$ cat src/rtl/core/fqrc_pkg.sv
// Package for the FIFO queue with reverse and counts.
// Holds the request and response types, request kinds, error codes and sequencer states.
// Depends on nothing; every other file in rtl/core imports it.
package fqrc_pkg;

  // Default number of entries in the ring store.
  localparam int unsigned DEFAULT_DEPTH = 16;

  // Request kinds.
  localparam logic [2:0] KIND_PUSH      = 3'd0;
  localparam logic [2:0] KIND_POP       = 3'd1;
  localparam logic [2:0] KIND_REVERSE   = 3'd2;
  localparam logic [2:0] KIND_COUNT_GT  = 3'd3;
  localparam logic [2:0] KIND_COUNT_EVN = 3'd4;

  // Error codes.
  localparam logic [1:0] ERR_NONE      = 2'd0;
  localparam logic [1:0] ERR_POP_EMPTY = 2'd1;
  localparam logic [1:0] ERR_PUSH_FULL = 2'd2;

  // One incoming request.
  typedef struct packed {
    logic [2:0]         kind;
    logic signed [31:0] push_value;
    logic signed [31:0] threshold;
  } in_req_t;

  // One outgoing response.
  typedef struct packed {
    logic signed [31:0] result_value;
    logic               is_empty;
    logic               is_full;
    logic [1:0]         error_code;
  } out_rsp_t;

  // Sequencer states.
  typedef enum logic [1:0] {
    ST_IDLE,
    ST_EXEC,
    ST_POP,
    ST_WALK
  } state_t;

endpackage

$ cat src/rtl/core/fqrc_store.sv
// Ring store of the queue: one write port and one read port with registered read data.
// Depends on fqrc_pkg for the default depth.
module fqrc_store
  import fqrc_pkg::*;
#(
  parameter int unsigned DEPTH = DEFAULT_DEPTH,
  localparam int unsigned AW   = (DEPTH > 1) ? $clog2(DEPTH) : 1
) (
  input  logic          clk,
  input  logic          wr_en,
  input  logic [AW-1:0] wr_addr,
  input  logic [31:0]   wr_data,
  input  logic [AW-1:0] rd_addr,
  output logic [31:0]   rd_data
);

  logic [31:0] mem [DEPTH];
  logic [31:0] rd_data_r;

  // Write port.
  always_ff @(posedge clk) begin
    if (wr_en) begin
      mem[wr_addr] <= wr_data;
    end
  end

  // Read port; the read data is registered.
  always_ff @(posedge clk) begin
    rd_data_r <= mem[rd_addr];
  end

  assign rd_data = rd_data_r;

endmodule

$ cat src/rtl/core/fqrc_slot.sv
// Shared slot unit: maps a base slot and a logical offset to a physical ring slot.
// Walks upward in normal order and downward when reversed. Depends on fqrc_pkg.
module fqrc_slot
  import fqrc_pkg::*;
#(
  parameter int unsigned DEPTH = DEFAULT_DEPTH,
  localparam int unsigned AW   = (DEPTH > 1) ? $clog2(DEPTH) : 1
) (
  input  logic [AW-1:0] base,
  input  logic [AW-1:0] offset,
  input  logic          rev,
  output logic [AW-1:0] slot
);

  localparam logic [AW:0] DEPTH_V = (AW + 1)'(DEPTH);

  logic [AW:0] raw;
  logic [AW:0] wrapped;

  // Both operands are below DEPTH, so one conditional subtract wraps the result.
  always_comb begin
    if (rev) begin
      raw = {1'b0, base} + DEPTH_V - {1'b0, offset};
    end else begin
      raw = {1'b0, base} + {1'b0, offset};
    end
    if (raw >= DEPTH_V) begin
      wrapped = raw - DEPTH_V;
    end else begin
      wrapped = raw;
    end
    slot = wrapped[AW-1:0];
  end

endmodule

$ cat src/rtl/core/fqrc_ctrl.sv
// Sequencer of the queue: pointers, entry count, direction flag, query walk and response.
// Depends on fqrc_pkg and drives the store ports and the shared slot unit inputs.
module fqrc_ctrl
  import fqrc_pkg::*;
#(
  parameter int unsigned DEPTH = DEFAULT_DEPTH,
  localparam int unsigned AW   = (DEPTH > 1) ? $clog2(DEPTH) : 1,
  localparam int unsigned CW   = $clog2(DEPTH + 1)
) (
  input  logic          clk,
  input  logic          rst_n,
  input  logic          start,
  output logic          busy,
  input  in_req_t       in_req,
  output logic          out_valid,
  output out_rsp_t      out_rsp,
  // Store ports.
  output logic          wr_en,
  output logic [AW-1:0] wr_addr,
  output logic [31:0]   wr_data,
  output logic [AW-1:0] rd_addr,
  input  logic [31:0]   rd_data,
  // Shared slot unit.
  output logic [AW-1:0] slot_base,
  output logic [AW-1:0] slot_offset,
  output logic          slot_rev,
  input  logic [AW-1:0] slot
);

  localparam logic [CW-1:0] DEPTH_C = CW'(DEPTH);
  localparam logic [CW-1:0] ONE_C   = CW'(1);
  localparam logic [AW-1:0] ONE_A   = AW'(1);
  localparam int unsigned   PAD_W   = 32 - CW;

  state_t        state_r, state_nxt;
  in_req_t       req_r, req_nxt;
  logic [AW-1:0] front_r, front_nxt;
  logic [CW-1:0] count_r, count_nxt;
  logic          rev_r, rev_nxt;
  logic [AW-1:0] walk_r, walk_nxt;
  logic [CW-1:0] left_r, left_nxt;
  logic [CW-1:0] acc_r, acc_nxt;
  logic          out_valid_r, out_valid_nxt;
  out_rsp_t      out_rsp_r, out_rsp_nxt;

  logic          is_empty;
  logic          is_full;
  logic          hit;
  logic [CW-1:0] total;

  assign is_empty = (count_r == '0);
  assign is_full  = (count_r >= DEPTH_C);

  // Test of one held word for the running query.
  always_comb begin
    if (req_r.kind == KIND_COUNT_GT) begin
      hit = ($signed(rd_data) > req_r.threshold);
    end else begin
      hit = ~rd_data[0];
    end
  end

  assign total = acc_r + CW'(hit);

  // Control state.
  always_ff @(posedge clk) begin
    if (!rst_n) begin
      state_r     <= ST_IDLE;
      front_r     <= '0;
      count_r     <= '0;
      rev_r       <= 1'b0;
      out_valid_r <= 1'b0;
    end else begin
      state_r     <= state_nxt;
      front_r     <= front_nxt;
      count_r     <= count_nxt;
      rev_r       <= rev_nxt;
      out_valid_r <= out_valid_nxt;
    end
  end

  // Request, walk and response payload.
  always_ff @(posedge clk) begin
    req_r     <= req_nxt;
    walk_r    <= walk_nxt;
    left_r    <= left_nxt;
    acc_r     <= acc_nxt;
    out_rsp_r <= out_rsp_nxt;
  end

  // Next state and outputs.
  always_comb begin
    state_nxt     = state_r;
    req_nxt       = req_r;
    front_nxt     = front_r;
    count_nxt     = count_r;
    rev_nxt       = rev_r;
    walk_nxt      = walk_r;
    left_nxt      = left_r;
    acc_nxt       = acc_r;
    out_valid_nxt = 1'b0;
    out_rsp_nxt   = out_rsp_r;
    wr_en         = 1'b0;
    wr_addr       = slot;
    wr_data       = req_r.push_value;
    rd_addr       = front_r;
    slot_base     = front_r;
    slot_offset   = ONE_A;
    slot_rev      = rev_r;

    unique case (state_r)
      ST_IDLE: begin
        if (start) begin
          req_nxt   = in_req;
          state_nxt = ST_EXEC;
        end
      end

      ST_EXEC: begin
        out_rsp_nxt.result_value = '0;
        out_rsp_nxt.error_code   = ERR_NONE;
        out_valid_nxt            = 1'b1;
        state_nxt                = ST_IDLE;
        unique case (req_r.kind)
          KIND_PUSH: begin
            slot_offset = count_r[AW-1:0];
            if (is_full) begin
              out_rsp_nxt.error_code = ERR_PUSH_FULL;
            end else begin
              wr_en     = 1'b1;
              count_nxt = count_r + ONE_C;
            end
          end
          KIND_POP: begin
            // The front word is read here and returned from ST_POP.
            if (is_empty) begin
              out_rsp_nxt.error_code = ERR_POP_EMPTY;
            end else begin
              out_valid_nxt = 1'b0;
              state_nxt     = ST_POP;
            end
          end
          KIND_REVERSE: begin
            slot_offset = AW'(count_r - ONE_C);
            if (!is_empty) begin
              front_nxt = slot;
            end
            rev_nxt = ~rev_r;
          end
          KIND_COUNT_GT, KIND_COUNT_EVN: begin
            // Start the walk at the front; the first word arrives next cycle.
            if (!is_empty) begin
              out_valid_nxt = 1'b0;
              walk_nxt      = front_r;
              left_nxt      = count_r;
              acc_nxt       = '0;
              state_nxt     = ST_WALK;
            end
          end
          default: begin
          end
        endcase
        out_rsp_nxt.is_empty = (count_nxt == '0);
        out_rsp_nxt.is_full  = (count_nxt >= DEPTH_C);
      end

      ST_POP: begin
        front_nxt                = slot;
        count_nxt                = count_r - ONE_C;
        out_rsp_nxt.result_value = rd_data;
        out_rsp_nxt.error_code   = ERR_NONE;
        out_rsp_nxt.is_empty     = (count_nxt == '0);
        out_rsp_nxt.is_full      = 1'b0;
        out_valid_nxt            = 1'b1;
        state_nxt                = ST_IDLE;
      end

      ST_WALK: begin
        // One held word is tested per cycle while the next one is read.
        slot_base = walk_r;
        rd_addr   = slot;
        walk_nxt  = slot;
        acc_nxt   = total;
        left_nxt  = left_r - ONE_C;
        if (left_r == ONE_C) begin
          out_rsp_nxt.result_value = {{PAD_W{1'b0}}, total};
          out_rsp_nxt.error_code   = ERR_NONE;
          out_rsp_nxt.is_empty     = is_empty;
          out_rsp_nxt.is_full      = is_full;
          out_valid_nxt            = 1'b1;
          state_nxt                = ST_IDLE;
        end
      end

      default: begin
        state_nxt = ST_IDLE;
      end
    endcase
  end

  assign busy      = (state_r != ST_IDLE);
  assign out_valid = out_valid_r;
  assign out_rsp   = out_rsp_r;

endmodule

$ cat src/rtl/core/fifo_queue_with_reverse_and_counts.sv
// Top level of the FIFO queue with reverse and counts.
// Instantiates fqrc_store, fqrc_slot and fqrc_ctrl; depends on fqrc_pkg.

// A request is taken when start is high and busy is low. Each request gives exactly one
// response, shown on out_rsp for one cycle with out_valid high, and the receiver cannot
// stall it. Push, reverse, unused kinds and a pop on an empty queue keep busy high for one
// cycle; no new request is taken while busy is high. A pop on a non-empty queue reads the
// front word through the registered read port of the store and keeps busy high through the
// EXEC and POP states. Both count queries walk the held entries one per cycle through that
// single read port and one compare, so busy stays high through the EXEC and WALK states
// (the walk is skipped on an empty queue). The response is shown in the same cycle in which
// busy falls. The store needs no clearing after reset.
module fifo_queue_with_reverse_and_counts
  import fqrc_pkg::*;
#(
  parameter int unsigned DEPTH = DEFAULT_DEPTH
) (
  input  logic     clk,
  input  logic     rst_n,
  input  logic     start,
  output logic     busy,
  input  in_req_t  in_req,
  output logic     out_valid,
  output out_rsp_t out_rsp
);

  localparam int unsigned AW = (DEPTH > 1) ? $clog2(DEPTH) : 1;

  logic          wr_en;
  logic [AW-1:0] wr_addr;
  logic [31:0]   wr_data;
  logic [AW-1:0] rd_addr;
  logic [31:0]   rd_data;
  logic [AW-1:0] slot_base;
  logic [AW-1:0] slot_offset;
  logic          slot_rev;
  logic [AW-1:0] slot;

  // Ring store.
  fqrc_store #(.DEPTH(DEPTH)) u_store (
    .clk     (clk),
    .wr_en   (wr_en),
    .wr_addr (wr_addr),
    .wr_data (wr_data),
    .rd_addr (rd_addr),
    .rd_data (rd_data)
  );

  // Shared slot arithmetic.
  fqrc_slot #(.DEPTH(DEPTH)) u_slot (
    .base   (slot_base),
    .offset (slot_offset),
    .rev    (slot_rev),
    .slot   (slot)
  );

  // Sequencer.
  fqrc_ctrl #(.DEPTH(DEPTH)) u_ctrl (
    .clk         (clk),
    .rst_n       (rst_n),
    .start       (start),
    .busy        (busy),
    .in_req      (in_req),
    .out_valid   (out_valid),
    .out_rsp     (out_rsp),
    .wr_en       (wr_en),
    .wr_addr     (wr_addr),
    .wr_data     (wr_data),
    .rd_addr     (rd_addr),
    .rd_data     (rd_data),
    .slot_base   (slot_base),
    .slot_offset (slot_offset),
    .slot_rev    (slot_rev),
    .slot        (slot)
  );

endmodule

$ cat config.mk
export PLATFORM = sky130hd
export DESIGN_NAME = fifo_queue_with_reverse_and_counts
export DESIGN_NICKNAME = d
export VERILOG_FILES = /design/src/rtl/core/fqrc_pkg.sv /design/src/rtl/core/fqrc_store.sv /design/src/rtl/core/fqrc_slot.sv /design/src/rtl/core/fqrc_ctrl.sv /design/src/rtl/core/fifo_queue_with_reverse_and_counts.sv
export SDC_FILE = /design/constraint.sdc
export NUM_CORES = 1
export LEC_CHECK = 0
export ABC_AREA = 1
export BUFFER_PORTS_ARGS = -buffer_cell sky130_fd_sc_hd__buf_2
export CAP_MARGIN = 20
export CORE_UTILIZATION = 42
export DETAILED_ROUTE_END_ITERATION = 8
export PLACE_DENSITY_LB_ADDON = 0.05
export SLEW_MARGIN = 20
export SYNTH_ARGS = -nofsm -noshare
export SYNTH_HDL_FRONTEND = slang
export SYNTH_SLANG_ARGS = --single-unit
$ cat constraint.sdc
create_clock -name clk -period 4.7 [get_ports clk]
set_input_delay 0.47 -clock clk [delete_from_list [all_inputs] [get_ports clk]]
set_output_delay 0.47 -clock clk [all_outputs]
set_load 0.05 [all_outputs]
==> results of run 1 <==
-- report_power, final --
group	switching, mW	internal (mW)	leakage (nW)	total [mW]
Clock	2.37	3.50	1.21	5.87
Combinational	0.520	0.226	5.37	0.746
Sequential	0.161	6.73	6.11	6.89
-- through the flow --
step	cells	instance area (µm²)	setup WS [ns]	util, %	power (mW)
after global placement	3287	29430	0.7238	45.57	7.743
after global routing	3446	32130	0.3656	49.75	13.96
after detailed placement	3287	29430	0.6193	45.57	7.753
after floorplan	2376	27530	0.4022	-	7.437
final	3446	32130	0.6705	49.75	13.51
after CTS	3445	32100	0.6012	49.70	13.65
-- routing by layer --
| layer | wire length (µm) | vias up | track usage, % |
|---|---|---|---|
| met5 | 0 | - | 0 |
| met4 | 1435 | 0 | 5.490 |
| met2 | 33000 | 429 | 34.50 |
| li1 | - | 8465 | - |
| met3 | 3406 | 98 | 3.072 |
| met1 | 32940 | 8588 | 30.66 |
-- final timing paths --
path	from	end	depth (start not counted)	slack [ns]
max reg2reg	u_ctrl.state_r[0]	u_store.mem[5][14]	12	0.67
min	in_req[2]	u_ctrl.req_r[2]	1	0.04
max	u_ctrl.state_r[0]	u_store.mem[5][14]	12	0.67
min reg2reg	u_store.rd_data[27]	u_ctrl.out_rsp[31]	2	0.53
-- Yosys cell counts, drive strengths merged --
cell type / n / share of area [%]
a2111o: 1 / 0.041
a21o: 4 / 0.11
a21oi: 35 / 0.64
a22oi: 1 / 0.027
a311oi: 1 / 0.032
a31oi: 2 / 0.045
a32oi: 1 / 0.032
and2: 1 / 0.023
buf: 82 / 1.6
clkbuf: 32 / 0.44
dfxtp: 45 / 3.3
edfxtp: 629 / 69
fa: 2 / 0.15
ha: 50 / 2.3
inv: 154 / 2.1
nand2: 629 / 8.6
nand3: 213 / 3.9
nand3b: 1 / 0.027
nand4: 5 / 0.11
nor2: 244 / 3.3
nor3: 6 / 0.11
o21a: 4 / 0.11
o21ai: 221 / 4.0
o21bai: 1 / 0.027
o22ai: 1 / 0.023
or2: 2 / 0.045
xnor2: 3 / 0.095
xor2: 6 / 0.19
-- worst register-to-register path, cell delays in order (launching register included) --
cell and delay [ns]:
sky130_fd_sc_hd__dfxtp_1 0.37, sky130_fd_sc_hd__ha_1 0.67, sky130_fd_sc_hd__or2_1 0.31, sky130_fd_sc_hd__o21ai_0 0.17
sky130_fd_sc_hd__ha_1 0.21, sky130_fd_sc_hd__inv_1 0.09, sky130_fd_sc_hd__fa_1 0.42, sky130_fd_sc_hd__nand2_1 0.09
sky130_fd_sc_hd__o21ai_1 0.17, sky130_fd_sc_hd__inv_1 0.15, sky130_fd_sc_hd__nand3_1 0.35, sky130_fd_sc_hd__nor2_4 0.44
sky130_fd_sc_hd__buf_12 0.26
-- logic make-up after synthesis --
kind of cell,count (synthesis)
simple gates,1101
flops,674
compound gates,272
buf+inv,268
fa+ha+maj,52
xor+xnor,9
-- flip-flops by register name, indices dropped and copies added, names as in the netlist --
name / count
u_ctrl.slot_rev: 1
u_store.mem: 512
u_store.rd_data: 32
u_ctrl.out_valid: 1
u_ctrl.req_r: 35
u_ctrl.acc_r: 5
u_ctrl.front_r: 4
u_ctrl.out_rsp: 36
u_ctrl.left_r: 5
u_ctrl.wr_data: 32
u_ctrl.walk_r: 4
u_ctrl.count_r: 5
u_ctrl.state_r: 2
-- cell type report --
| cell class | count | share of cell area [%] |
|---|---|---|
| Sequential cell | 674 | 61.60 |
| Multi-Input combinational cell | 1434 | 21.05 |
| Clock buffer | 105 | 6.609 |
| Timing Repair Buffer | 191 | 4.510 |
| Tap cell | 855 | 3.330 |
| Inverter | 154 | 1.819 |
| Clock inverter | 33 | 1.083 |
-- repair_timing --
action                                 CTS  global route
hold buffers                            20             0
endpoints found under the hold margin   20             0
gates resized for setup                  0             0
==> impl_metrics.csv, run 1 <==
group,metric,value,unit
outcome,status,"completed",
yosys,yosys.cell_types.count,38,
floorplanning,fp-row-count,93,
detailed_routing,drcViolationCount,0,
flow_run,max_cap_viol_count,0,
final_layout,antenna_cells,0,
timing,fin_skew,0.02025,ns
yosys,netlist_instances,2376,
detailed_routing,drt_iter0_markers,1485,
detailed_routing,route.detailed.wl_per_inst,20.54,µm
final_layout,ff_latch_area,0.01979,mm²
final_layout,fillCellCount,5769,
pwr,ir_worst_vdd,0.2649,mV
final_layout,num-nets-final,2652,
placed_design,finalWeightedCongestion,0.8379,
cts,clock_insertion_delay_at_the_later_pin_of_the_skew_report,0.62,ns
detailed_routing,route.vias.total,17580,
timing,timing.final.crit_period,4.029,ns
timing,final-max-slew-violation-count,0,
final_layout,final_cell_mix,"sky130_fd_sc_hd__edfxtp_1, sky130_fd_sc_hd__nand2_1, sky130_fd_sc_hd__nor2_1",
grt,grt_usage,21.47,%
final_layout,area_growth,16.72,%
floorplanning,core_region_area,0.06458,mm²
timing,max_slew.worst_pin.slew,0.8068,ns
min_path,worstHoldPathType,"input port to flop",
yosys,post_synth_fa_ha_maj_area_fraction,2.418,%
cts,h_tree_depth_reported_by_cts,3,
final_layout,most_common_library_cell_in_the_layout_ignoring_fill_and_taps,"sky130_fd_sc_hd__edfxtp_1",
cts,clk_pin_slew,0.06,ns
yosys,netlist_area,0.02753,mm²
placed_design,place.port_buffers,107,
yosys,synth_xor_area_share,0.2864,%
setup_path,critical_path_buf_inv_count,3,
timing,holdWs,0.03638,ns
yosys,synth_sequential_area_ratio,71.89,%
detailed_routing,route.detailed.vias_per_inst,5.102,
cts,cts_num_sinks,674,
grt,grt_pass1_wl,106900,µm
setup_path,critical-path-max-stage-delay,0.67,ns
yosys,synth.yosys.warnings,0,
floorplanning,floorplan.die.width,258,µm
cts,cts_root_buffer,"sky130_fd_sc_hd__clkbuf_16",
cts,cts_setup_buffers,0,
cts,cts_buffer_count,75,
floorplanning,die_area,0.06656,mm²
timing,report.final.setup_viol,0,
detailed_routing,drt-total-wl,70790,µm
timing,slew_headroom,46.21,%
setup_path,cp_top_family,"adder cells",
timing,final_min_period_over_clock_period,85.73,%
yosys,muxShareOfSynthArea,0,%
timing,rsz0062_at_grt,"no",
cts,cts_tree,"yes",
floorplanning,floorplan.die.height,258,µm
floorplanning,start_util,42.62,%
detailed_routing,drt-pass1-iter-count,5,
timing,final-hold-violation-count,0,
yosys,mappedNetlistNets,2498,
grt,number_of_antenna_violations_at_the_first_check_in_global_routing,0,
grt,largest_net_degree_at_the_start_of_global_routing,86,
placed_design,dpl.hpwl,40140,µm
setup_path,timing.critical_path.to_type,"flop",
floorplanning,io_pins,108,
setup_path,worst_ep_required_time,4.99,ns
setup_path,cp_slowest_cell,"sky130_fd_sc_hd__ha_1",
final_layout,drive_above_1_share,11.96,%
yosys,postSynthRegisterBits,674,
yosys,post_synthesis_area_per_instance,11.58,µm²
grt,number_of_global_route_vias_before_repair,17060,
final_layout,multi_input_gate_area_in_the_final_layout,0.006764,mm²
setup_path,cp_max_fo,21,
yosys,synth_simple_gate_area_share,16.16,%
detailed_routing,route.antenna.remaining_nets,0,
setup_path,timing_worst_setup_path_type,"flop to flop",
grt,grt_overflow,0,
pwr,power-per-cell-area,420.5,mW/mm²
yosys,synth_top_family_by_area,"simple AND/OR/NAND/NOR gates",
setup_path,cp_cell_sequence,"ha_1, or2_1, o21ai_0, ha_1, inv_1, fa_1, nand2_1, o21ai_1, inv_1, nand3_1, nor2_4, buf_12",
setup_path,worstPathArrival,4.32,ns
setup_path,crit_path_start_kind,"flop",
yosys,synth_compound_gate_area_share,5.128,%
cts,cts-root-to-sink-buffers,3,
pwr,p_leak,12.69,nW
timing,fmax,248.2,MHz
timing,timing.setup.tns,0,ns
(Power assumes the default switching activity.)
==> run 2, diff against run 1 <==
--- a/config.mk
+++ b/config.mk
@@ -10,7 +10,7 @@
 export CAP_MARGIN = 20
 export CORE_UTILIZATION = 42
 export DETAILED_ROUTE_END_ITERATION = 8
-export PLACE_DENSITY_LB_ADDON = 0.05
+export PLACE_DENSITY = 0.69
 export SLEW_MARGIN = 20
 export SYNTH_ARGS = -nofsm -noshare
 export SYNTH_HDL_FRONTEND = slang
==> impl_metrics.csv, run 2 (synthesis results as in run 1) <==
group,metric,value,unit
timing,timing.setup.tns,0,ns
setup_path,regToRegSetupSlack,0.62,ns
setup_path,timing.critical_path.to_type,"flop",
cts,ctsHoldBuffers,18,
floorplanning,floorplan.die.width,258,µm
flow_run,max_cap_viol_count,0,
grt,largest_net_degree_at_the_start_of_global_routing,114,
timing,max_slew.worst_pin.slew,0.8376,ns
placed_design,dpl.hpwl,39200,µm
grt,grt_pass1_wl,101300,µm
grt,grt_overflow,0,
timing,rsz0062_at_grt,"no",
detailed_routing,top_layer,"met4",
detailed_routing,route.detailed.wl_per_inst,19.12,µm
setup_path,worst_ep_required_time,4.96,ns
grt,grt_usage,19.75,%
detailed_routing,routed-wl-met2,31080,µm
placed_design,place.port_buffers,107,
final_layout,antenna_cells,0,
timing,final-hold-violation-count,0,
timing,slew_headroom,44.16,%
detailed_routing,drt-total-wl,65390,µm
cts,clock_insertion_delay_at_the_later_pin_of_the_skew_report,0.63,ns
setup_path,cp_max_fo,32,
grt,number_of_antenna_violations_at_the_first_check_in_global_routing,1,
final_layout,largest_register_ff_count,512,
pwr,p_leak,12.52,nW
cts,cts_tree,"yes",
floorplanning,floorplan.die.height,258,µm
placed_design,placed_cell_area,0.02920,mm²
detailed_routing,drt-pass1-iter-count,5,
floorplanning,die_area,0.06656,mm²
timing,timing.final.crit_period,4.083,ns
timing,fmax,244.9,MHz
timing,final_min_period_over_clock_period,86.88,%
floorplanning,core_region_area,0.06458,mm²
detailed_routing,route.vias.total,17860,
outcome,status,"completed",
timing,report.final.setup_viol,0,
final_layout,most_common_library_cell_in_the_layout_ignoring_fill_and_taps,"sky130_fd_sc_hd__edfxtp_1",
final_layout,post_layout_instance_area,0.03180,mm²
cts,h_tree_depth_reported_by_cts,3,
timing,fin_skew,0.03067,ns
detailed_routing,route.detailed.vias_per_inst,5.220,
detailed_routing,drcViolationCount,0,
grt,number_of_global_route_vias_before_repair,17730,
final_layout,final_cell_mix,"sky130_fd_sc_hd__edfxtp_1, sky130_fd_sc_hd__nand2_1, sky130_fd_sc_hd__nor2_1",
cts,cts_root_buffer,"sky130_fd_sc_hd__clkbuf_16",
setup_path,worstPathArrival,4.34,ns
floorplanning,fp-row-count,93,
placed_design,finalWeightedCongestion,0.8516,
final_layout,fillCellCount,5563,
pwr,power.total,13.32,mW
floorplanning,start_util,42.62,%
cts,cts_buffer_count,72,
final_layout,drive_above_1_share,11.22,%
floorplanning,io_pins,108,
timing,final-max-slew-violation-count,0,
detailed_routing,detail_route.wirelength.met1,27850,µm
detailed_routing,drt_iter0_markers,1710,
pwr,ir_worst_vdd,0.2361,mV
cts,clk_pin_slew,0.05,ns
setup_path,crit_path_start_kind,"flop",
cts,cts_setup_buffers,0,
cts,postCtsResizedCells,0,
final_layout,num-nets-final,2630,
setup_path,timing_worst_setup_path_type,"flop to flop",
final_layout,area_growth,15.52,%
final_layout,largest-register,"u_store.mem",
cts,cts-root-to-sink-buffers,3,
min_path,worstHoldPathType,"input port to flop",
cts,cts_num_sinks,674,
detailed_routing,route.met3.wl,4915,µm
pwr,power-per-cell-area,418.9,mW/mm²
detailed_routing,route.antenna.remaining_nets,0,
-- run 2: area by class of cell --
type	count	area [µm²]	share of cell area, %
inverter	154	584.3	1.838
sequential	674	19790	62.23
tap	855	1070	3.364
timing repair buffer	172	1201	3.777
clock buffer	99	2026	6.370
clock inverter	33	364.1	1.145
multi-input combinational	1434	6764	21.27
-- run 2: power breakdown --
| part | internal (mW) | switching (mW) |
|---|---|---|
| clock | 3.36 | 2.32 |
| combinational | 0.218 | 0.514 |
| sequential | 6.73 | 0.168 |
-- run 2: stage by stage --
stage                     std cells  hold WS (ns)  util (%)  setup WS (ns)
final                          3421       0.02848     49.24         0.6168
after global routing           3421      0.007193     49.24         0.2750
after global placement         3270        0.5055     45.22         0.6986
after CTS                      3420     0.0005328     49.20         0.5984
after floorplan                2376        0.4821         -         0.4022
after detailed placement       3270        0.5134     45.22         0.6308
-- run 2: worst max-delay path, stage by stage (launching register included) --
cell and delay [ns]:
sky130_fd_sc_hd__dfxtp_1 0.38, sky130_fd_sc_hd__ha_1 0.58, sky130_fd_sc_hd__inv_2 0.20, sky130_fd_sc_hd__o21ai_0 0.31, sky130_fd_sc_hd__inv_1 0.08, sky130_fd_sc_hd__ha_1 0.22, sky130_fd_sc_hd__fa_1 0.37, sky130_fd_sc_hd__o21ai_1 0.15
sky130_fd_sc_hd__xor2_1 0.45, sky130_fd_sc_hd__nand2_1 0.36, sky130_fd_sc_hd__nor2_4 0.15, sky130_fd_sc_hd__buf_4 0.46
-- run 2: layer usage --
| metal | up-vias | GRT usage [%] |
|---|---|---|
| met5 | - | 0 |
| met4 | 0 | 7.035 |
| met3 | 106 | 3.759 |
| met2 | 645 | 32.39 |
| met1 | 8697 | 26.21 |
| li1 | 8409 | - |
-- run 2: final timing paths --
path / startpoint / cells past startpoint / to
worst max-delay path: u_ctrl.state_r[0] / 11 / u_store.mem[5][7]
worst min-delay path: in_req[42] / 1 / u_ctrl.wr_data[10]
worst max register to register: u_ctrl.state_r[0] / 11 / u_store.mem[5][7]
worst min register to register: u_store.rd_data[30] / 2 / u_ctrl.out_rsp[34]
==> run 3, diff against run 2 <==
--- a/config.mk
+++ b/config.mk
@@ -8,9 +8,12 @@
 export ABC_AREA = 1
 export BUFFER_PORTS_ARGS = -buffer_cell sky130_fd_sc_hd__buf_2
 export CAP_MARGIN = 20
+export CELL_PAD_IN_SITES_DETAIL_PLACEMENT = 0
+export CELL_PAD_IN_SITES_GLOBAL_PLACEMENT = 2
 export CORE_UTILIZATION = 42
+export CTS_BUF_LIST = sky130_fd_sc_hd__clkbuf_16
 export DETAILED_ROUTE_END_ITERATION = 8
-export PLACE_DENSITY = 0.69
+export PLACE_DENSITY = 0.9
 export SLEW_MARGIN = 20
 export SYNTH_ARGS = -nofsm -noshare
 export SYNTH_HDL_FRONTEND = slang
==> impl_metrics.csv, run 3 (synthesis results as in run 1) <==
group,metric,value,unit
outcome,status,"completed",
timing,report.final.setup_viol,0,
final_layout,largest_register_ff_count,512,
placed_design,finalWeightedCongestion,0.8293,
floorplanning,fp-row-count,93,
placed_design,dpl.hpwl,38940,µm
setup_path,worst_ep_required_time,4.94,ns
setup_path,worstPathArrival,4.42,ns
final_layout,num-nets-final,2617,
pwr,p_leak,12.53,nW
cts,h_tree_depth_reported_by_cts,3,
setup_path,setup.worst_path.start,"u_ctrl.state_r[0]",
timing,final_min_period_over_clock_period,89.03,%
setup_path,cp_max_fo,32,
grt,grt_pass1_wl,100700,µm
setup_path,r2r-start,"u_ctrl.state_r[0]",
grt,number_of_global_route_vias_before_repair,16960,
detailed_routing,drt_iter0_markers,1324,
cts,cts_tree,"yes",
timing,fmax,239.0,MHz
placed_design,place.port_buffers,107,
timing,fin_skew,0.01991,ns
cts,ctsHoldBuffers,0,
cts,cts-root-to-sink-buffers,3,
min_path,min_from,"in_req[39]",
grt,number_of_antenna_violations_at_the_first_check_in_global_routing,0,
timing,timing.final.crit_period,4.185,ns
pwr,power-per-cell-area,415.7,mW/mm²
min_path,worstHoldPathType,"input port to flop",
timing,holdWs,0.03460,ns
final_layout,most_common_library_cell_in_the_layout_ignoring_fill_and_taps,"sky130_fd_sc_hd__edfxtp_1",
detailed_routing,drt-pass1-iter-count,5,
detailed_routing,drcViolationCount,0,
floorplanning,io_pins,108,
detailed_routing,route.detailed.wl_per_inst,19.43,µm
final_layout,drive_above_1_share,11.36,%
timing,final-max-slew-violation-count,0,
setup_path,timing.critical_path.to_type,"flop",
grt,grt_overflow,0,
floorplanning,start_util,42.62,%
detailed_routing,route.detailed.vias_per_inst,5.118,
grt,largest_net_degree_at_the_start_of_global_routing,80,
floorplanning,floorplan.die.height,258,µm
final_layout,largest-register,"u_store.mem",
flow_run,max_cap_viol_count,0,
timing,final-hold-violation-count,0,
cts,clk_pin_slew,0.06,ns
setup_path,regToRegSetupSlack,0.52,ns
floorplanning,core_region_area,0.06458,mm²
timing,max_slew.worst_pin.slew,0.7072,ns
detailed_routing,drt-total-wl,66210,µm
final_layout,final_cell_mix,"sky130_fd_sc_hd__edfxtp_1, sky130_fd_sc_hd__nand2_1, sky130_fd_sc_hd__nor2_1",
grt,grt_usage,20.03,%
cts,cts_root_buffer,"sky130_fd_sc_hd__clkbuf_16",
pwr,ir_worst_vdd,0.2449,mV
setup_path,crit_path_start_kind,"flop",
final_layout,finish.utilization,49.06,%
cts,cts_num_sinks,674,
detailed_routing,route.vias.total,17440,
detailed_routing,route.antenna.remaining_nets,0,
timing,timing.setup.tns,0,ns
floorplanning,floorplan.die.width,258,µm
timing,slew_headroom,52.69,%
cts,postCtsResizedCells,0,
cts,cts_setup_buffers,0,
floorplanning,die_area,0.06656,mm²
cts,cts_buffer_count,72,
cts,clock_insertion_delay_at_the_later_pin_of_the_skew_report,0.61,ns
timing,rsz0062_at_grt,"no",
final_layout,area_growth,15.11,%
setup_path,timing_worst_setup_path_type,"flop to flop",
final_layout,antenna_cells,0,
## run 3: power by group
| group | leakage [nW] | total, mW | internal, mW | switching [mW] |
|---|---|---|---|---|
| Sequential | 6.11 | 6.90 | 6.73 | 0.167 |
| Combinational | 5.23 | 0.726 | 0.213 | 0.514 |
| Clock | 1.19 | 5.54 | 3.28 | 2.27 |
## run 3: worst paths after layout
kind | end | cells after the start
worst min register to register | u_ctrl.count_r[4] | 2
worst max-delay path | u_store.mem[15][21] | 11
worst max register to register | u_store.mem[15][21] | 11
worst min-delay path | u_ctrl.wr_data[7] | 1
## run 3: layer usage
layer | GRT usage (%) | part of all wire [%]
met1 | 27.08 | 44
met2 | 32.76 | 47
met3 | 3.916 | 6.3
met4 | 5.966 | 2.1
met5 | 0 | 0
## run 3: through the flow
stage	power, mW	instance area (µm²)	setup slack (ns)	std cells
after floorplan	7.437	27530	0.4022	2376
after global placement	7.734	29330	0.5819	3275
after detailed placement	7.758	29350	0.5841	3276
after CTS	13.32	31690	0.5429	3407
after global routing	13.62	31690	0.2243	3407
final	13.17	31690	0.5154	3407
## run 3: cell type report
cell class	instances	area [µm²]
clock buffer	75	1877
clock inverter	56	455.4
fill	5688	32900
inverter	154	584.3
multi-input combinational	1434	6764
sequential	674	19790
tap	855	1070
timing repair buffer	159	1146
## run 3: critical path, cell delays in order (launching register included)
cell and delay, ns:
sky130_fd_sc_hd__dfxtp_1 0.39, sky130_fd_sc_hd__ha_1 0.59, sky130_fd_sc_hd__inv_2 0.24, sky130_fd_sc_hd__o21ai_0 0.28, sky130_fd_sc_hd__inv_1 0.07, sky130_fd_sc_hd__ha_1 0.22, sky130_fd_sc_hd__fa_1 0.48, sky130_fd_sc_hd__inv_1 0.04
sky130_fd_sc_hd__o21ai_1 0.34, sky130_fd_sc_hd__nand3_1 0.43, sky130_fd_sc_hd__nor2_4 0.21, sky130_fd_sc_hd__buf_4 0.48
